**src/hdl/dodc_pkg.sv**
```systemverilog
// Package for the decimal digit occurrence counter.
// Holds shared widths, the power-of-ten table and the controller/datapath command type.
// No dependencies.
`default_nettype none
package dodc_pkg;
    localparam int LIMIT_W = 34;
    localparam int CNT_W   = 37;
    localparam int DIG_W   = 4;
    localparam int NUM_DIG = 10;
    localparam int IDX_W   = 4;
    localparam int POW_N   = 20;
    localparam int POW_IW  = 5;

    localparam logic [63:0] POW10 [0:POW_N-1] = '{
        64'd1, 64'd10, 64'd100, 64'd1000, 64'd10000, 64'd100000, 64'd1000000,
        64'd10000000, 64'd100000000, 64'd1000000000, 64'd10000000000,
        64'd100000000000, 64'd1000000000000, 64'd10000000000000,
        64'd100000000000000, 64'd1000000000000000, 64'd10000000000000000,
        64'd100000000000000000, 64'd1000000000000000000,
        64'd10000000000000000000
    };

    typedef struct packed {
        logic             load;
        logic             step;
        logic [POW_IW-1:0] pos;
        logic [IDX_W-1:0]  idx;
    } t_cmd;
endpackage
`default_nettype wire

```
**src/hdl/dodc_dpath.sv**
```systemverilog
// Datapath for the decimal digit occurrence counter.
// Walks positions from the top down, keeping remainder, prefix term and ten counts.
// Depends on dodc_pkg.
`default_nettype none
module dodc_dpath
    import dodc_pkg::*;
#(
    parameter int DIGITS = 10
) (
    input  wire logic               i_clk,
    input  wire t_cmd               i_cmd,
    input  wire logic [LIMIT_W-1:0] i_upper_limit,
    output logic      [CNT_W-1:0]   o_count
);
    localparam logic [63:0] LIMIT = POW10[DIGITS] - 64'd1;

    logic [LIMIT_W-1:0] r_rem;
    logic [CNT_W-1:0]   r_term;
    logic               r_hnz;
    logic [CNT_W-1:0]   r_cnt [0:NUM_DIG-1];

    logic [63:0]        mult [1:NUM_DIG-1];
    logic [NUM_DIG-2:0] ge;
    logic [DIG_W-1:0]   cur;
    logic [63:0]        sub;
    logic [LIMIT_W-1:0] low;
    logic [CNT_W-1:0]   place, low1, nterm;
    logic [63:0]        pnext;

    always_comb begin
        for (int d = 1; d < NUM_DIG; d++) begin
            mult[d]  = 64'(d) * POW10[i_cmd.pos];
            ge[d-1]  = {{(64-LIMIT_W){1'b0}}, r_rem} >= mult[d];
        end
        cur = DIG_W'($countones(ge));
        sub = (cur == '0) ? 64'd0 : mult[cur];
        low   = r_rem - sub[LIMIT_W-1:0];
        place = POW10[i_cmd.pos][CNT_W-1:0];
        low1  = CNT_W'(low) + 1'b1;
        pnext = (i_cmd.pos == '0) ? 64'd0 : POW10[i_cmd.pos - 1'b1];
        nterm = r_term + CNT_W'(cur) * pnext[CNT_W-1:0];
    end

    always_ff @(posedge i_clk) begin
        if (i_cmd.load) begin
            r_rem  <= ({{(64-LIMIT_W){1'b0}}, i_upper_limit} > LIMIT) ?
                      LIMIT[LIMIT_W-1:0] : i_upper_limit;
            r_term <= '0;
            r_hnz  <= 1'b0;
            for (int d = 0; d < NUM_DIG; d++) r_cnt[d] <= '0;
        end else if (i_cmd.step) begin
            r_rem  <= low;
            r_term <= nterm;
            r_hnz  <= r_hnz | (cur != '0);
            for (int d = 1; d < NUM_DIG; d++) begin
                if (cur > DIG_W'(d))
                    r_cnt[d] <= r_cnt[d] + r_term + place;
                else if (cur == DIG_W'(d))
                    r_cnt[d] <= r_cnt[d] + r_term + low1;
                else
                    r_cnt[d] <= r_cnt[d] + r_term;
            end
            if (r_hnz) begin
                if (cur != '0)
                    r_cnt[0] <= r_cnt[0] + r_term;
                else
                    r_cnt[0] <= r_cnt[0] + r_term - place + low1;
            end
        end
    end

    assign o_count = r_cnt[i_cmd.idx];
endmodule
`default_nettype wire

```
**config.mk**
```make
export PLATFORM = sky130hd
export DESIGN_NAME = dodc_dpath
export DESIGN_NICKNAME = d
export VERILOG_FILES = /design/src/hdl/dodc_pkg.sv /design/src/hdl/dodc_dpath.sv
export SDC_FILE = /design/constraint.sdc
export NUM_CORES = 2
export LEC_CHECK = 0
export BUFFER_PORTS_ARGS = -buffer_cell sky130_fd_sc_hd__buf_4
export CAP_MARGIN = 25
export CORE_MARGIN = 1.5
export CORE_UTILIZATION = 35
export CTS_CLUSTER_SIZE = 20
export DETAILED_ROUTE_END_ITERATION = 7
export GPL_TIMING_DRIVEN = 0
export HOLD_SLACK_MARGIN = 0.02
export SLEW_MARGIN = 20
export SYNTH_ARGS = -nofsm -noshare
export SYNTH_HDL_FRONTEND = slang
export SYNTH_SLANG_ARGS = --single-unit
```
**constraint.sdc**
```tcl
create_clock -name i_clk -period 23 [get_ports i_clk]
set_input_delay 6.9 -clock i_clk [delete_from_list [all_inputs] [get_ports i_clk]]
set_output_delay 6.9 -clock i_clk [all_outputs]
set_load 0.02 [all_outputs]
```
==> results.md <==
Run status:
- The flow ran to the end, and the final reports show no timing, DRC or antenna violations.

Drt:
- The wire length reported by the detailed router is approximately 470000 um.
- For this run, design rule violations remaining after detail routing come to 0.
- Dividing the detail-routed wire length by the instance count gives 29.79 um.
- The via-per-instance ratio is 6.218.
- Across all layers, the routed design uses 99097 vias.
- The first routing iteration left 12857 violations.
- The first-pass iteration count of the detailed router is 6.
- The remaining antenna violation count after routing is 0.

Die:
- The core region is 262300 um^2.
- The overall die area is about 270000 um^2.
- For this design the top-level I/O count stands at 83.
- The floorplan step set the die height to 516.4 um.
- The floorplan row count is 188.
- Measured along the x axis, the die boundary spans just over 500 um.
- Once the floorplan was initialized, standard cells occupied 35.18% of the core.

Global routing:
- In this run the most used layer during global routing was met2.
- The via count of the first global-routing pass was roughly 89000.
- The total routing resource utilization after global routing is 34.17%.
- The global-route congestion overflow total is 0.
- For this run, global-route usage on met3 was measured as between 10% and 20%.
- The wire length of the first global-routing pass is roughly 660000 um.
- Entering global routing, the biggest net connects 94 pins.
- Global routing consumed, on the met2 layer, between 40% and 50% of the routing resources.
- The global routing met1 resource utilization is between 40% and 50%.
- The number of antenna violations at the first check in global routing was 58.

Critical path:
- The data arrival time of the critical path is 23.45 ns.
- The category of the critical setup timing path is input pin to flop.
- The slowest cell on the critical path is ha_2.
- For the worst flop-to-flop path, the logic depth is 47.
- The delay of the slowest cell on the worst path is roughly 0.8 ns.
- STA classifies the critical path endpoint as a flop.
- Along the worst path, the maximum fanout reaches 11.
- The most numerous cell type found on the critical path is buf_4.
- The worst register-to-register path ends at r_cnt[9][34].
- The startpoint type of the worst setup path is an input pin.
- The start of the worst register-to-register path is r_rem[3].
- The data required time at the worst endpoint is roughly 23 ns.
- The worst-case register-to-register setup slack is 8.32 ns.

Hold path:
- The startpoint identified for the worst hold timing path is r_term[3].
- The number of cells on the worst hold path is 2.
- The end point of the most critical hold path is r_term[3].
- The path class of the tightest hold or removal check is flop to flop.

Synthesis:
- The Yosys step of the flow raised 0 warnings.
- By area the synthesized netlist is led by ha_1 (20%), edfxtp_1 (13%), a21oi_1 (7.4%), xnor2_1 (5.5%), nand2_1 (4.7%).
- The top-area cell type share of the netlist area is 20.07%.
- The mean area per synthesized cell is 7.838 um^2.
- The synthesized netlist devotes between 10% and 20% of its cell area to simple gates.
- The total standard cell area after synthesis is 92260 um^2.
- By area, the combinational part of the netlist is dominated by compound AO/OA/AOI/OAI gates.
- Of the total synthesized cell area, the portion taken by full adders, half adders and majority gates is 24.65%.
- The mux cell area share after synthesis is 3.362%.
- Of all flip-flops after synthesis, the portion carrying an async set or reset was 0%.
- The dominant register cell in the synthesized netlist is edfxtp_1.
- The total of flip-flops plus latches after synthesis is between 400 and 500.
- The synthesized-area fraction occupied by ao, oa, aoi and oai cells is 27.33%.
- The xor and xnor area share after synthesis is 8.893%.
- After synthesis, flip-flops and latches occupy 13.97% of the total area.
- The synthesized instance count is 11772.
- The most area-hungry cell type in the Yosys netlist is ha_1.
- Yosys mapped a number of flops with a built-in enable equal to 404.
- Yosys mapped the design onto 114 distinct sky130hd cell types.

Finish:
- The final standard cell utilization of the core is 41.29%.
- Leaving out filler cells and counting taps, the final layout contains around 16000.
- The final layout net count is 14057.
- The share of final-layout standard cells stronger than drive strength 1 is 11.12%.
- From synthesis to final layout, the design area changed by 17.37%.

Pwr:
- In this run the power density over the cells is 60.82 nW/um^2.
- IR analysis of the VDD net gives a maximum drop of about 0.076 mV.
- The design draws 0.006586 W.
- The leakage power is 49.40 nW.

Clock network:
- The CTS sink count is 442.
- The later pin in the worst-skew pair is clocked with a latency of 0.75 ns.
- TritonCTS created 61 clock buffers.
- The cell at the root of the clock tree is clkbuf_16.
- The clock tree from TritonCTS is yes.
- In this run the deepest clock path goes through 3 buffers.
- The number of H-tree levels is 2.
- The clock input transition at the sequential cells of the worst setup and hold paths is 0.06 ns.
- In this run, post-CTS hold repair placed 0 buffers.

Timing:
- For the pin with the worst max-slew slack, the measured transition is 1.220 ns.
- The final number of max-transition violations is 0.
- The worst-case headroom to the max-slew limit is 18.64%.
- The time the worst path needs with I/O delays and setup is roughly 23 ns.
- Setup violations remaining at the end of the flow were counted as 0.
- For this run, the top clock speed supported by timing is 0.04350 GHz.
- The worst path uses around 100% of the clock period.
- The total negative setup slack is 0 ns.
- The clock arrives with roughly 0.032 ns of skew.
- The hold violation total from the final report came to 0.

Placement:
- In this run, placement finished with an instance count of 15505.
- Detailed placement finished with a half-perimeter wire length of ~380000 um.
- At the end of routability-driven placement, the weighted congestion stood at 1.054.
- The count of buffers added on input and output ports is 77.

Flow run:
- The total of max-cap violations is 0.
==> cells in the final DEF (no fill, tap or decap), types with 39 or more instances in the layout <==
cell	count
ha_1	1427
a21oi_1	1319
nand2_1	1135
nor2_1	940
o21ai_0	790
xnor2_1	547
a21o_1	538
inv_1	536
edfxtp_1	404
buf_4	343
xor2_1	305
clkbuf_1	252
nand3_1	226
fa_1	206
nor2b_1	194
nor3_1	185
nand2b_1	175
o21a_1	168
o21bai_1	158
a211oi_1	152
nand4_1	148
mux2i_1	95
and3_1	93
mux4_2	92
clkbuf_16	77
a31oi_1	70
buf_12	65
or3_1	65
and2_1	63
buf_6	62
o211ai_1	57
diode_2	53
o21ai_1	53
a22o_1	49
o31ai_1	46
or2_2	45
o22ai_1	44
a221oi_1	39
==> state kept, by name (all words and copies together) (netlist names) <==
signal and flops:
r_cnt 370, r_term 37, r_rem 34, r_hnz 1
==> layer usage <==
metal | wire length, um | part of all wire [%] | vias to the layer above
met5 | 313 | 0.066 | -
met4 | 40740 | 8.6 | 46
met3 | 56440 | 12 | 1587
met2 | 189600 | 40 | 5783
met1 | 187600 | 40 | 47054
li1 | - | - | 44627
==> cells by family (layout without fill, tap and decap cells) <==
kind of cell,count (synthesis),after routing
xor+xnor,928,928
simple gates,3524,3524
compound gates,4020,4020
other cells,1,56
buf+inv,971,1565
mux,194,194
flops,442,442
fa+ha+maj,1692,1692
==> per-stage QoR <==
step | hold slack [ns] | setup WS (ns) | cell area, um^2
2_1_floorplan | 0.4405 | 0.1088 | 92290
3_3_place_gp | 0.5342 | -14.98 | 97260
3_5_place_dp | 0.5099 | -8.932 | 100400
4_1_cts | 0.5199 | 0.001130 | 105600
5_1_grt | 0.5370 | -0.09439 | 108200
6_report | 0.5208 | 0.01381 | 108300
==> cell usage after synthesis, types with 92 or more instances <==
master / number
nand2b_1: 178
a211oi_1: 166
o21a_1: 170
o21bai_1: 158
nand4_1: 148
clkbuf_1: 347
nor2_1: 973
xor2_1: 342
nor2b_1: 196
edfxtp_1: 404
xnor2_1: 579
fa_1: 210
a21oi_1: 1365
nand2_1: 1161
ha_1: 1480
and3_1: 95
mux4_2: 92
o21ai_0: 833
a21o_1: 538
nand3_1: 243
mux2i_1: 95
nor3_1: 200
inv_1: 563
==> area by class of cell <==
cell class	count	area [um^2]
antenna	53	132.6
buffer	377	2412
clock buffer	77	1608
clock inverter	33	234.0
fill	26986	154000
inverter	579	2320
multi-input combinational	10361	78840
sequential	442	12940
tap	3515	4398
timing repair buffer	499	5408
==> repair_timing <==
item	CTS	global route
gates cloned	0	1
buffers inserted	142	133
pin swaps	63	103
gates resized for setup	497	362
setup endpoints to repair	440	189
==> worst max path at each step <==
stage                         to  slack, ns  cells after the start      from
finish              r_cnt[9][34]       0.01                     53  i_cmd[8]
global route        r_cnt[3][36]      -0.09                     73  i_cmd[4]
CTS                 r_cnt[4][35]      0.001                     74  i_cmd[4]
detailed placement  r_cnt[5][36]      -8.93                     72  i_cmd[5]
global placement    r_cnt[5][36]     -14.98                     69  i_cmd[5]
floorplan           r_cnt[0][36]       0.11                     76  i_cmd[5]
==> report_power, final <==
part | internal [W] | switching (W)
registers | 0.000963 | 0.000141
clock network | 0.000512 | 0.000460
logic | 0.00171 | 0.00280
total | 0.00319 | 0.00340
==> critical path, delay by kind of cell <==
family | cells | cell delay, ns
buffers and inverters | 17 | 4.86
xor gates and xnor gates | 1 | 0.14
adders and majority gates | 8 | 4.36
AOI/OAI and AO/OA | 16 | 5.07
and+or+nand+nor | 11 | 2.02
Note: power is estimated with default switching activity, not from simulation.
