===== config.mk =====
export PLATFORM = sky130hd
export DESIGN_NAME = dodc_ctrl
export DESIGN_NICKNAME = d
export VERILOG_FILES = /design/src/hdl/dodc_pkg.sv /design/src/hdl/dodc_ctrl.sv
export SDC_FILE = /design/constraint.sdc
export NUM_CORES = 1
export LEC_CHECK = 0
export BUFFER_PORTS_ARGS = -buffer_cell sky130_fd_sc_hd__buf_2
export CORE_MARGIN = 2
export CORE_UTILIZATION = 47
export CTS_BUF_LIST = sky130_fd_sc_hd__clkbuf_8
export DETAILED_ROUTE_END_ITERATION = 16
export PLACE_DENSITY = 0.88
export SYNTH_ARGS = -nofsm -noshare
export SYNTH_HDL_FRONTEND = slang
export SYNTH_SLANG_ARGS = --single-unit

===== constraint.sdc =====
create_clock -name i_clk -period 1.3 [get_ports i_clk]
set_input_delay 0.065 -clock i_clk [delete_from_list [all_inputs] [get_ports i_clk]]
set_output_delay 0.065 -clock i_clk [all_outputs]
set_load 0.01 [all_outputs]

===== src/hdl/dodc_pkg.sv =====
// Package for the decimal digit occurrence counter.
// Holds shared widths, the power-of-ten table and the controller/datapath command type.
// No dependencies.
`default_nettype none
package dodc_pkg;
    localparam int LIMIT_W = 34;
    localparam int CNT_W   = 37;
    localparam int DIG_W   = 4;
    localparam int NUM_DIG = 10;
    localparam int IDX_W   = 4;
    localparam int POW_N   = 20;
    localparam int POW_IW  = 5;

    localparam logic [63:0] POW10 [0:POW_N-1] = '{
        64'd1, 64'd10, 64'd100, 64'd1000, 64'd10000, 64'd100000, 64'd1000000,
        64'd10000000, 64'd100000000, 64'd1000000000, 64'd10000000000,
        64'd100000000000, 64'd1000000000000, 64'd10000000000000,
        64'd100000000000000, 64'd1000000000000000, 64'd10000000000000000,
        64'd100000000000000000, 64'd1000000000000000000,
        64'd10000000000000000000
    };

    typedef struct packed {
        logic             load;
        logic             step;
        logic [POW_IW-1:0] pos;
        logic [IDX_W-1:0]  idx;
    } t_cmd;
endpackage
`default_nettype wire


===== src/hdl/dodc_ctrl.sv =====
// Controller for the decimal digit occurrence counter.
// Sequences load, one step per decimal position, then ten output transactions.
// Depends on dodc_pkg.
`default_nettype none
module dodc_ctrl
    import dodc_pkg::*;
#(
    parameter int DIGITS = 10
) (
    input  wire logic i_clk,
    input  wire logic i_rst_n,
    input  wire logic i_in_valid,
    output logic      o_in_ready,
    output logic      o_out_valid,
    input  wire logic i_out_ready,
    output logic      o_last,
    output t_cmd      o_cmd
);
    localparam logic [1:0] S_IDLE = 2'd0;
    localparam logic [1:0] S_CALC = 2'd1;
    localparam logic [1:0] S_EMIT = 2'd2;
    localparam logic [POW_IW-1:0] POS_TOP = POW_IW'(DIGITS - 1);
    localparam logic [IDX_W-1:0]  IDX_TOP = IDX_W'(NUM_DIG - 1);

    logic [1:0]        r_state, n_state;
    logic [POW_IW-1:0] r_pos, n_pos;
    logic [IDX_W-1:0]  r_idx, n_idx;

    assign o_in_ready  = (r_state == S_IDLE);
    assign o_out_valid = (r_state == S_EMIT);
    assign o_last      = (r_idx == IDX_TOP);
    assign o_cmd.load  = o_in_ready && i_in_valid;
    assign o_cmd.step  = (r_state == S_CALC);
    assign o_cmd.pos   = r_pos;
    assign o_cmd.idx   = r_idx;

    always_comb begin
        n_state = r_state;
        n_pos   = r_pos;
        n_idx   = r_idx;
        unique case (r_state)
            S_IDLE: begin
                if (i_in_valid) begin
                    n_state = S_CALC;
                    n_pos   = POS_TOP;
                end
            end
            S_CALC: begin
                if (r_pos == '0) begin
                    n_state = S_EMIT;
                    n_idx   = '0;
                end else begin
                    n_pos = r_pos - 1'b1;
                end
            end
            S_EMIT: begin
                if (i_out_ready) begin
                    if (o_last) begin
                        n_state = S_IDLE;
                    end else begin
                        n_idx = r_idx + 1'b1;
                    end
                end
            end
            default: n_state = S_IDLE;
        endcase
    end

    always_ff @(posedge i_clk) begin
        if (!i_rst_n) begin
            r_state <= S_IDLE;
            r_pos   <= '0;
            r_idx   <= '0;
        end else begin
            r_state <= n_state;
            r_pos   <= n_pos;
            r_idx   <= n_idx;
        end
    end

    a_excl: assert property (@(posedge i_clk) disable iff (!i_rst_n)
        !(o_in_ready && o_out_valid)) else $error("ready and valid both high");
    a_emit: assert property (@(posedge i_clk) disable iff (!i_rst_n)
        (o_cmd.step && r_pos == '0) |=> (o_out_valid && r_idx == '0))
        else $error("emit did not start at digit zero");
    a_done: assert property (@(posedge i_clk) disable iff (!i_rst_n)
        (o_out_valid && i_out_ready && o_last) |=> o_in_ready)
        else $error("not idle after last result");
    a_load: assert property (@(posedge i_clk) disable iff (!i_rst_n)
        o_cmd.load |=> (o_cmd.step && r_pos == POS_TOP))
        else $error("calc did not start at top position");
endmodule
`default_nettype wire


==> out/metrics.cfg, run 1 <==
[outcome]
status=finished with violations
violations=negative setup slack

[sta]
rsz0062_at_grt=yes
final_hold_viol_count=0
finalSetupTns_ps=-1490
fmax_mhz=665
period_share=1.16
fin_crit_ps=1500
slew_headroom=0.726
tightest_slew_ps=409
fin_ws_ps=-203
skew_ps=2.52
timing.final.max_slew_violations=0
hold_ws_ps=110
setup_violations=11

[worst_setup_path]
ff2ff_setup_slack_ps=-200
r2r-end=r_idx[1]
worstPathArrival_ps=1670
crit_family=simple AND/OR/NAND/NOR gates
cp_slowest_cell=or3b_4
cp_cell_sequence=inv_4 > ha_4 > or3b_4 > o32ai_4 > mux2i_1
crit_path_max_incr_delay_ps=390
critPathRequiredTime_ps=1460
worstPathMaxFanout=4
worstSetupStartpointType=flop
worst-setup-path-type=flop to flop
critical_path_buf_inv_count=1
r2r-start=r_pos[0]
cp-end-kind=flop
reg2regPathDepth=5

[global_routing]
grt.met3_usage=0.0833
grt_pass1_wl_mm=2.44
grtUsageTotal=0.248
antenna_found_initial=0
gr-usage-met1=0.223
grt-busiest-layer=met2
use_met2=0.452
grt-ovfl-total=0
grt_max_degree=8
grt_pass1_vias=572

[worst_hold_path]
min_path_type=input pin to flop
hp-start=i_rst_n
holdPathStages=2
hold_end=r_state[1]

[synthesis]
synth_edf_count=0
synth_area_leaders=dfxtp_1 35%, ha_1 6.0%, o32ai_4 4.4%
synth_ff_type=dfxtp_1
synth_cell_types=33
synthTopCellsByCount=11 x dfxtp_1, 7 x inv_1, 4 x nand2_1
synth.avg_cell_area_sq_um=9.62
yosys.area.top_type_share=0.352
synth_top_area_cell=dfxtp_1
syn_area_sq_um=626
syn-instance-count=65
yosysWarnings=0
ys_ff_latch=11
synthArstFlopShare=0
yosys.cell_count.top_type=dfxtp_1
synth_fp_nets=72
seq_area_frac_synth=0.352

[placed_design]
io_buffers=17
dp_hpwl_mm=1.19
finalWeightedCongestion=0.798
place_inst=108

[clock_network]
cts.sinks=11
clock_latency_ps=240
htree_levels=1
clk_path_buf_depth=2
cts_tree=built
clk_pin_slew_ps=50
clockRootBuffer=clkbuf_8
cts_buffers=3

[pwr]
sw_frac_of_total=0.316
p_clk_frac=0.290
p_leak_nw=0.424
total_power_mw=1.15
switchingPower_mw=0.362
p_seq_frac=0.346
intPower_mw=0.785
combPwrFrac=0.364
peakVddDrop_v=0.000803
cellPowerDensity_nw_per_um2=1220

[die]
core_area_sq_um=1270
pin_count=18
die_x_microns=40.5
die_area_sq_um=1640
start_util=0.493
die_h_microns=40.5
num_rows=13

[finish]
fin_util=0.744
final-seq-area_sq_um=230
fill_cells=89
fin_cells=114
drive_above_1_share=0.576
multi_input_area_sq_um=413
fin_nets=107
syn_to_final_growth_pct=50.8
num_antenna_cells=0

[detailed_routing]
vias=624
drtPass1Iterations=4
detail_route.wl_per_cell_microns=15.6
routed_wl_mm=1.78
via_per_inst=5.47
drtAntennaViolNets=0
post-route-drc-count=0
drtIter0Drc=6

[job]
drv_cap=0

## worst max-delay path by stage
stage,startpoint,to,slack (ps),cells after the start
floorplan,r_pos[0],r_idx[1],-150,5
global placement,r_pos[0],r_idx[1],-150,5
detailed placement,r_pos[0],r_idx[1],-200,5
CTS,r_pos[0],r_idx[1],-200,5
global route,r_pos[0],r_idx[1],-260,5
finish,r_pos[0],r_idx[1],-200,5
## stage by stage
stage	area, sq um	setup WS, ps
floorplan	651	-149
global placement	833	-147
detailed placement	833	-198
CTS	915	-201
global route	943	-255
finish	943	-203
## layout by cell type, fill, tap and decap left out, drive strengths merged, types with 3 or more instances in the layout
cell type and count:
clkbuf 3, inv 8, ha 3, or4 3, dfxtp 11, nand2 4, buf 32
## cells by family (layout without fill, tap and decap cells)
group,after synthesis,in the layout,synth area share
AO/OA/AOI/OAI,18,18,0.248
AND/OR/NAND/NOR,23,23,0.252
flip-flops,11,11,0.352
buffers and inverters,9,43,0.0720
multiplexers,1,1,0.0160
adder cells (fa/ha/maj),3,3,0.0600
## flip-flops by register name (all words and copies together) (netlist names)
| name | count |
|---|---|
| r_state | 2 |
| r_idx | 4 |
| r_pos | 5 |
## metal layers
| metal | vias up | wire (microns) |
|---|---|---|
| met5 | - | 0 |
| met4 | 0 | 48 |
| met3 | 7 | 90 |
| met2 | 26 | 948 |
| met1 | 281 | 693 |
| li1 | 310 | - |
## worst reg2reg max path: stages, from the launching register on
cell and delay (ps):
dfxtp_4 340, inv_4 60, ha_4 130, or3b_4 390, o32ai_4 290, mux2i_1 220
## timing repair
| item | 4_1_cts | 5_1_grt |
|---|---|---|
| setup endpoints to repair | 13 | 14 |
| hold buffers | 0 | 0 |
| pin swaps | 4 | 5 |
| setup buffers | 1 | 1 |
| gates resized for setup | 8 | 8 |
## power groups by stage
stage          Combinational (mW)  Sequential (mW)  Clock [mW]
4_1_cts                     0.391            0.396       0.338
5_1_grt                     0.444            0.402       0.357
2_1_floorplan               0.204            0.412           0
6_report                    0.417            0.397       0.332
3_5_place_dp                0.358            0.399           0
3_3_place_gp                0.340            0.396           0
## final cells by class
type / instances / area share
multi-input cells: 45 / 0.438
clock buffers: 3 / 0.0438
inverters: 7 / 0.0305
clock inverters: 1 / 0.00398
repair buffers: 32 / 0.220
flip-flops and latches: 11 / 0.244
well taps: 15 / 0.0199
Power figures use the tool's default switching activity.
==> run 2: changes to the inputs <==
--- a/config.mk
+++ b/config.mk
@@ -6,8 +6,10 @@
 export NUM_CORES = 1
 export LEC_CHECK = 0
 export BUFFER_PORTS_ARGS = -buffer_cell sky130_fd_sc_hd__buf_2
+export CELL_PAD_IN_SITES_DETAIL_PLACEMENT = 0
+export CELL_PAD_IN_SITES_GLOBAL_PLACEMENT = 1
 export CORE_MARGIN = 2
-export CORE_UTILIZATION = 47
+export CORE_UTILIZATION = 35
 export CTS_BUF_LIST = sky130_fd_sc_hd__clkbuf_8
 export DETAILED_ROUTE_END_ITERATION = 16
 export PLACE_DENSITY = 0.88
==> out/metrics.cfg, run 2 (same netlist as run 1, synthesis figures left out) <==
[outcome]
status=finished with violations
violations=negative setup slack

[sta]
rsz0062_at_grt=yes
finalSetupTns_ps=-1470  ; +21.6 ps
slew_headroom=0.808  ; +0.0815
timing.final.max_slew_violations=0  ; unchanged
final_hold_viol_count=0  ; unchanged
tightest_slew_ps=287  ; -122 ps
period_share=1.17  ; +0.0179
skew_ps=1.79  ; -0.726 ps
fmax_mhz=655  ; -1.5%
setup_violations=10  ; -1
fin_crit_ps=1530  ; +23.3 ps
fin_ws_ps=-226  ; -23.3 ps
hold_ws_ps=127  ; +17.1 ps

[job]
drv_cap=0  ; unchanged

[worst_hold_path]
min_path_type=input pin to flop

[die]
core_area_sq_um=1710  ; +35%
die_h_microns=46.3  ; +14%
start_util=0.366  ; -0.127
num_rows=15  ; +2
die_x_microns=46.3  ; +14%
pin_count=18  ; unchanged
die_area_sq_um=2140  ; +31%

[worst_setup_path]
critPathRequiredTime_ps=1470  ; about the same
cp-end-kind=flop
worst-setup-path-type=flop to flop
worstPathMaxFanout=3  ; -1
worstPathArrival_ps=1700  ; +30 ps
worstSetupStartpointType=flop

[clock_network]
postCtsHoldBufs=0  ; unchanged
cts_tree=built
cts_buffers=3  ; unchanged
htree_levels=1  ; unchanged
clk_pin_slew_ps=50  ; about the same
clock_latency_ps=240  ; about the same
cts.sinks=11  ; unchanged
clk_path_buf_depth=2  ; unchanged
clockRootBuffer=clkbuf_8

[finish]
layout_common_cells=18 x buf_4, 16 x buf_2, 7 x dfxtp_1, 5 x inv_1, 4 x nand2_1
fin_util=0.581  ; -0.163
largest_reg_flops=5  ; unchanged
top_register=r_pos
fin_nets=111  ; +3.7%
syn_to_final_growth_pct=58.6
num_antenna_cells=0  ; unchanged
layout_commonest_cell=buf_4
drive_above_1_share=0.573  ; -0.00294
fin_cells=128  ; +12%
reg.largest.list=r_pos: 5 flops, r_idx: 4 flops, r_state: 2 flops
fin_area_sq_um=992  ; +5.2%

[pwr]
p_leak_nw=0.453  ; +6.8%
cellPowerDensity_nw_per_um2=1180  ; -2.8%
peakVddDrop_v=0.000613  ; -24%
total_power_mw=1.17  ; +2.2%

[detailed_routing]
drtIter0Drc=5  ; -1
drtAntennaViolNets=0  ; unchanged
via_per_inst=4.97  ; -9.2%
drtPass1Iterations=3  ; -1
met3_length_microns=71  ; -21%
routed_wl_mm=1.76  ; -1.3%
met2_length_microns=916  ; -3.4%
routed.top_layer=met3
wl_met1_microns=768  ; +11%
detail_route.wl_per_cell_microns=13.7  ; -12%
post-route-drc-count=0  ; unchanged
vias=636  ; +1.9%

[placed_design]
io_buffers=17  ; unchanged
place_inst=122  ; +13%
dp_hpwl_mm=1.29  ; +8.1%
finalWeightedCongestion=0.789  ; -1.2%
placed_area_sq_um=876  ; +5.1%
preCtsSetupSlack_ps=-189  ; +9.24 ps

[global_routing]
grt-ovfl-total=0  ; unchanged
grt_pass1_wl_mm=2.73  ; +12%
grt_max_degree=8  ; unchanged
grtUsageTotal=0.182  ; -0.0656
grt_pass1_vias=612  ; +7.0%
antenna_found_initial=0  ; unchanged

-- run 2: cell count changes in the layout (fill, tap and decap cells not counted), sizes merged --
cell / delta
buf: +4
-- run 2: metal layers --
layer	track usage	up-vias
li1	-	322
met1	0.225	297
met2	0.303	17
met3	0.0431	0
met4	0.0686	0
met5	0	-
-- run 2: where the power goes --
group          switching [mW]  total [mW]  internal, mW
registers              0.0311       0.398         0.367
clock network           0.129       0.336         0.207
logic                   0.199       0.438         0.239
-- run 2: critical path: stages, from the launching register on --
cell and delay, ps:
dfxtp_4 340, inv_2 40, ha_4 150, buf_4 130, nor4b_4 130, buf_4 150, or4_1 390, a21oi_1 130
-- run 2: final timing paths --
check	startpoint	to	slack [ps]	cells past startpoint
worst max-delay path	r_pos[1]	r_pos[2]	-230	7
worst max register to register	r_pos[1]	r_pos[2]	-230	7
worst min-delay path	i_rst_n	r_state[1]	130	2
worst min register to register	r_idx[3]	r_idx[3]	540	1
-- run 2: layout make-up --
class	count	area (sq um)
Clock inverter	1	3.75
Timing Repair Buffer	36	238
Fill cell	168	716
Sequential cell	11	230
Tap cell	25	31.3
Multi-Input combinational cell	45	422
Inverter	7	26.3
Clock buffer	3	41.3
-- run 2: timing repair --
item,4_1_cts,5_1_grt
setup buffers,0,2
pin swaps,3,2
endpoints found under the setup margin,13,13
gates resized for setup,6,8
==> run 3: changes to the inputs <==
--- a/config.mk
+++ b/config.mk
@@ -5,11 +5,13 @@
 export SDC_FILE = /design/constraint.sdc
 export NUM_CORES = 1
 export LEC_CHECK = 0
+export ABC_AREA = 1
 export BUFFER_PORTS_ARGS = -buffer_cell sky130_fd_sc_hd__buf_2
 export CELL_PAD_IN_SITES_DETAIL_PLACEMENT = 0
 export CELL_PAD_IN_SITES_GLOBAL_PLACEMENT = 1
+export CORE_ASPECT_RATIO = 0.7
 export CORE_MARGIN = 2
-export CORE_UTILIZATION = 35
+export CORE_UTILIZATION = 33
 export CTS_BUF_LIST = sky130_fd_sc_hd__clkbuf_8
 export DETAILED_ROUTE_END_ITERATION = 16
 export PLACE_DENSITY = 0.88
==> out/metrics.cfg, run 3 <==
[outcome]
status=finished clean

[detailed_routing]
via_per_inst=4.47  ; -10%
detail_route.wl_per_cell_microns=10.5  ; -23%
vias=653  ; +2.7%
post-route-drc-count=0  ; unchanged
drtPass1Iterations=4  ; +1
routed_wl_mm=1.54  ; -12%
drtIter0Drc=20  ; +15
drtAntennaViolNets=0  ; unchanged

[placed_design]
placed_area_sq_um=812  ; -7.3%
place_inst=141  ; +16%
preCtsSetupSlack_ps=23.9  ; +212 ps
finalWeightedCongestion=0.805  ; +2.1%
dp_hpwl_mm=1.18  ; -8.8%
io_buffers=17  ; unchanged

[worst_setup_path]
cp_slowest_cell=dfxtp_2
cp-end-kind=flop
worstPathMaxFanout=7  ; +4
worst_path_most_repeated_cell=nand2_4
worstPathArrival_ps=1340  ; -360 ps
r2r-start=r_pos[1]
worst-setup-path-type=flop to flop
worstSetupStartpointType=flop
reg2regPathDepth=7  ; unchanged
critPathRequiredTime_ps=1420  ; -50 ps
crit_path_max_incr_delay_ps=320  ; -70 ps
cp_cell_sequence=inv_1 > ha_4 > nand3_2 > nand2_4 > nand2_4 > o21ai_0 > nor2_1
ff2ff_setup_slack_ps=80  ; +310 ps
r2r-end=r_pos[1]

[job]
drv_cap=0  ; unchanged

[finish]
layout_commonest_cell=nand2_1
fin_util=0.477  ; -0.103
fin_cells=146  ; +14%
syn_to_final_growth_pct=34.6
largest_reg_flops=5  ; unchanged
fin_nets=132  ; +19%
final-seq-area_sq_um=228  ; -1.1%
layout_common_cells=20 x nand2_1, 17 x nor2_1, 17 x buf_2, 14 x inv_1, 7 x dfxtp_1
reg.largest.list=r_pos: 5 flops, r_idx: 4 flops, r_state: 2 flops
top_register=r_pos
drive_above_1_share=0.379  ; -0.194
fin_area_sq_um=901  ; -9.2%
fill_cells=205  ; +22%
num_antenna_cells=0  ; unchanged
multi_input_area_sq_um=398  ; -5.6%

[synthesis]
synth_ff_type=dfxtp_1
synthArstFlopShare=0  ; unchanged
synth_compound_area_frac=0.0710  ; -0.177
synth_area_leaders=dfxtp_1 33%, nand2_1 12%, nor2_1 10%
syn-instance-count=98  ; +51%
ys_ff_latch=11  ; unchanged
yosys.area_share.simple=0.402  ; +0.150
synth_cell_types=20  ; -39%
muxShareOfSynthArea=0  ; -0.0160
seq_area_frac_synth=0.329  ; -0.0230
yosys.area.top_type_share=0.329  ; -0.0230
synthAdderAreaFrac=0.0561  ; -0.00393
synthXorXnorAreaFrac=0.0262  ; +0.0262
syn_area_sq_um=669  ; +7.0%
synthTopCellsByCount=21 x nand2_1, 18 x nor2_1, 14 x inv_1
synth_fp_nets=105  ; +46%
synth_top_family_by_area=simple AND/OR/NAND/NOR gates
synth_edf_count=0  ; unchanged
synth.avg_cell_area_sq_um=6.83  ; -29%
yosys.cell_count.top_type=nand2_1
yosysWarnings=0  ; unchanged
synth_top_area_cell=dfxtp_1

[clock_network]
htree_levels=1  ; unchanged
cts_tree=built
clk_path_buf_depth=2  ; unchanged
clk_pin_slew_ps=50  ; about the same
cts_buffers=3  ; unchanged
clockRootBuffer=clkbuf_8
cts.sinks=11  ; unchanged
clock_latency_ps=240  ; about the same

[global_routing]
grt_pass1_wl_mm=2.51  ; -8.1%
grt_pass1_vias=579  ; -5.4%
antenna_found_initial=0  ; unchanged
grtUsageTotal=0.134  ; -0.0480
grt_max_degree=8  ; unchanged
grt-ovfl-total=0  ; unchanged

[worst_hold_path]
min_path_type=input pin to flop
holdPathStages=3  ; +1
hold_end=r_idx[3]
hp-start=i_rst_n

[sta]
final_hold_viol_count=0  ; unchanged
timing.final.max_slew_violations=0  ; unchanged
slew_headroom=0.834  ; +0.0258
period_share=0.939  ; -0.235
setup_violations=0  ; -10
skew_ps=3.19  ; +1.40 ps
fmax_mhz=820  ; +25%
fin_ws_ps=79.8  ; +306 ps
tightest_slew_ps=247  ; -39.4 ps
fin_crit_ps=1220  ; -306 ps

[die]
die_area_sq_um=2410  ; +13%
num_rows=13  ; -2
die_h_microns=41.7  ; -9.9%
start_util=0.355  ; -0.0115
core_area_sq_um=1890  ; +10%
die_x_microns=57.8  ; +25%
pin_count=18  ; unchanged

[pwr]
peakVddDrop_v=0.00103  ; +68%
p_clk_frac=0.166  ; -0.121
cellPowerDensity_nw_per_um2=2230  ; +88%
p_seq_frac=0.267  ; -0.073
total_power_mw=2.01  ; +71%
p_leak_nw=0.461  ; +1.6%
intPower_mw=1.11  ; +37%
combPwrFrac=0.567  ; +0.193
switchingPower_mw=0.894  ; +150%
sw_frac_of_total=0.446  ; +0.140

[run 3: cell types whose count changed after synthesis, sizes merged, moves of 3 or more]
cell / previous run / this run
a21oi: 2 / 5
inv: 7 / 18
nand2: 4 / 25
nand3: 1 / 5
nor2: 1 / 20
or4: 3 / 0
[run 3: routing by layer]
layer  global-route usage  routed length (microns)
met1                0.196                      766
met2                0.195                      661
met3               0.0187                       89
met4               0.0558                       21
met5                    0                        0
[run 3: metrics by stage]
step / hold WS, ps / setup TNS (ps)
floorplan: 185 / 0
global placement: 363 / 0
detailed placement: 370 / 0
CTS: 119 / 0
global route: 129 / -2.68
finish: 124 / 0
[run 3: final cells by class]
| cell class | instances | share of cell area |
|---|---|---|
| multi-input combinational | 68 | 0.442 |
| sequential | 11 | 0.253 |
| timing repair buffer | 23 | 0.144 |
| inverter | 18 | 0.0806 |
| clock buffer | 3 | 0.0458 |
| tap | 22 | 0.0306 |
| clock inverter | 1 | 0.00417 |
[run 3: worst max path at each step]
stage	cells past startpoint	endpoint	slack [ps]	from
2_1_floorplan	8	r_pos[1]	50	r_pos[0]
3_3_place_gp	8	r_pos[1]	20	r_pos[0]
3_5_place_dp	8	r_pos[1]	20	r_pos[0]
4_1_cts	8	r_pos[1]	9	r_pos[0]
5_1_grt	8	r_pos[2]	-2	r_pos[1]
6_report	7	r_pos[1]	80	r_pos[1]
[run 3: logic make-up after synthesis]
group           Yosys count
compound gates            9
xor+xnor                  2
fa+ha+maj                 3
buf+inv                  19
flops                    11
simple gates             54
[run 3: what timing repair did]
action,4_1_cts,5_1_grt
hold buffers,0,0
setup endpoints to repair,0,11
buffers inserted,0,1
resized for setup,0,14
[run 3: critical path, delay by kind of cell, from the launching register on]
kind | cells | cell delay, ps
AOI/OAI and AO/OA | 1 | 150
adders and majority gates | 1 | 150
buffers and inverters | 1 | 90
DFF | 1 | 320
and+or+nand+nor | 4 | 410
[run 3: power by group through the flow]
stage / sequential (mW) / combinational, mW / clock, mW
2_1_floorplan: 0.571 / 0.689 / 0
3_3_place_gp: 0.528 / 1.03 / 0
3_5_place_dp: 0.530 / 1.04 / 0
4_1_cts: 0.524 / 1.05 / 0.342
5_1_grt: 0.555 / 1.28 / 0.361
6_report: 0.535 / 1.14 / 0.333
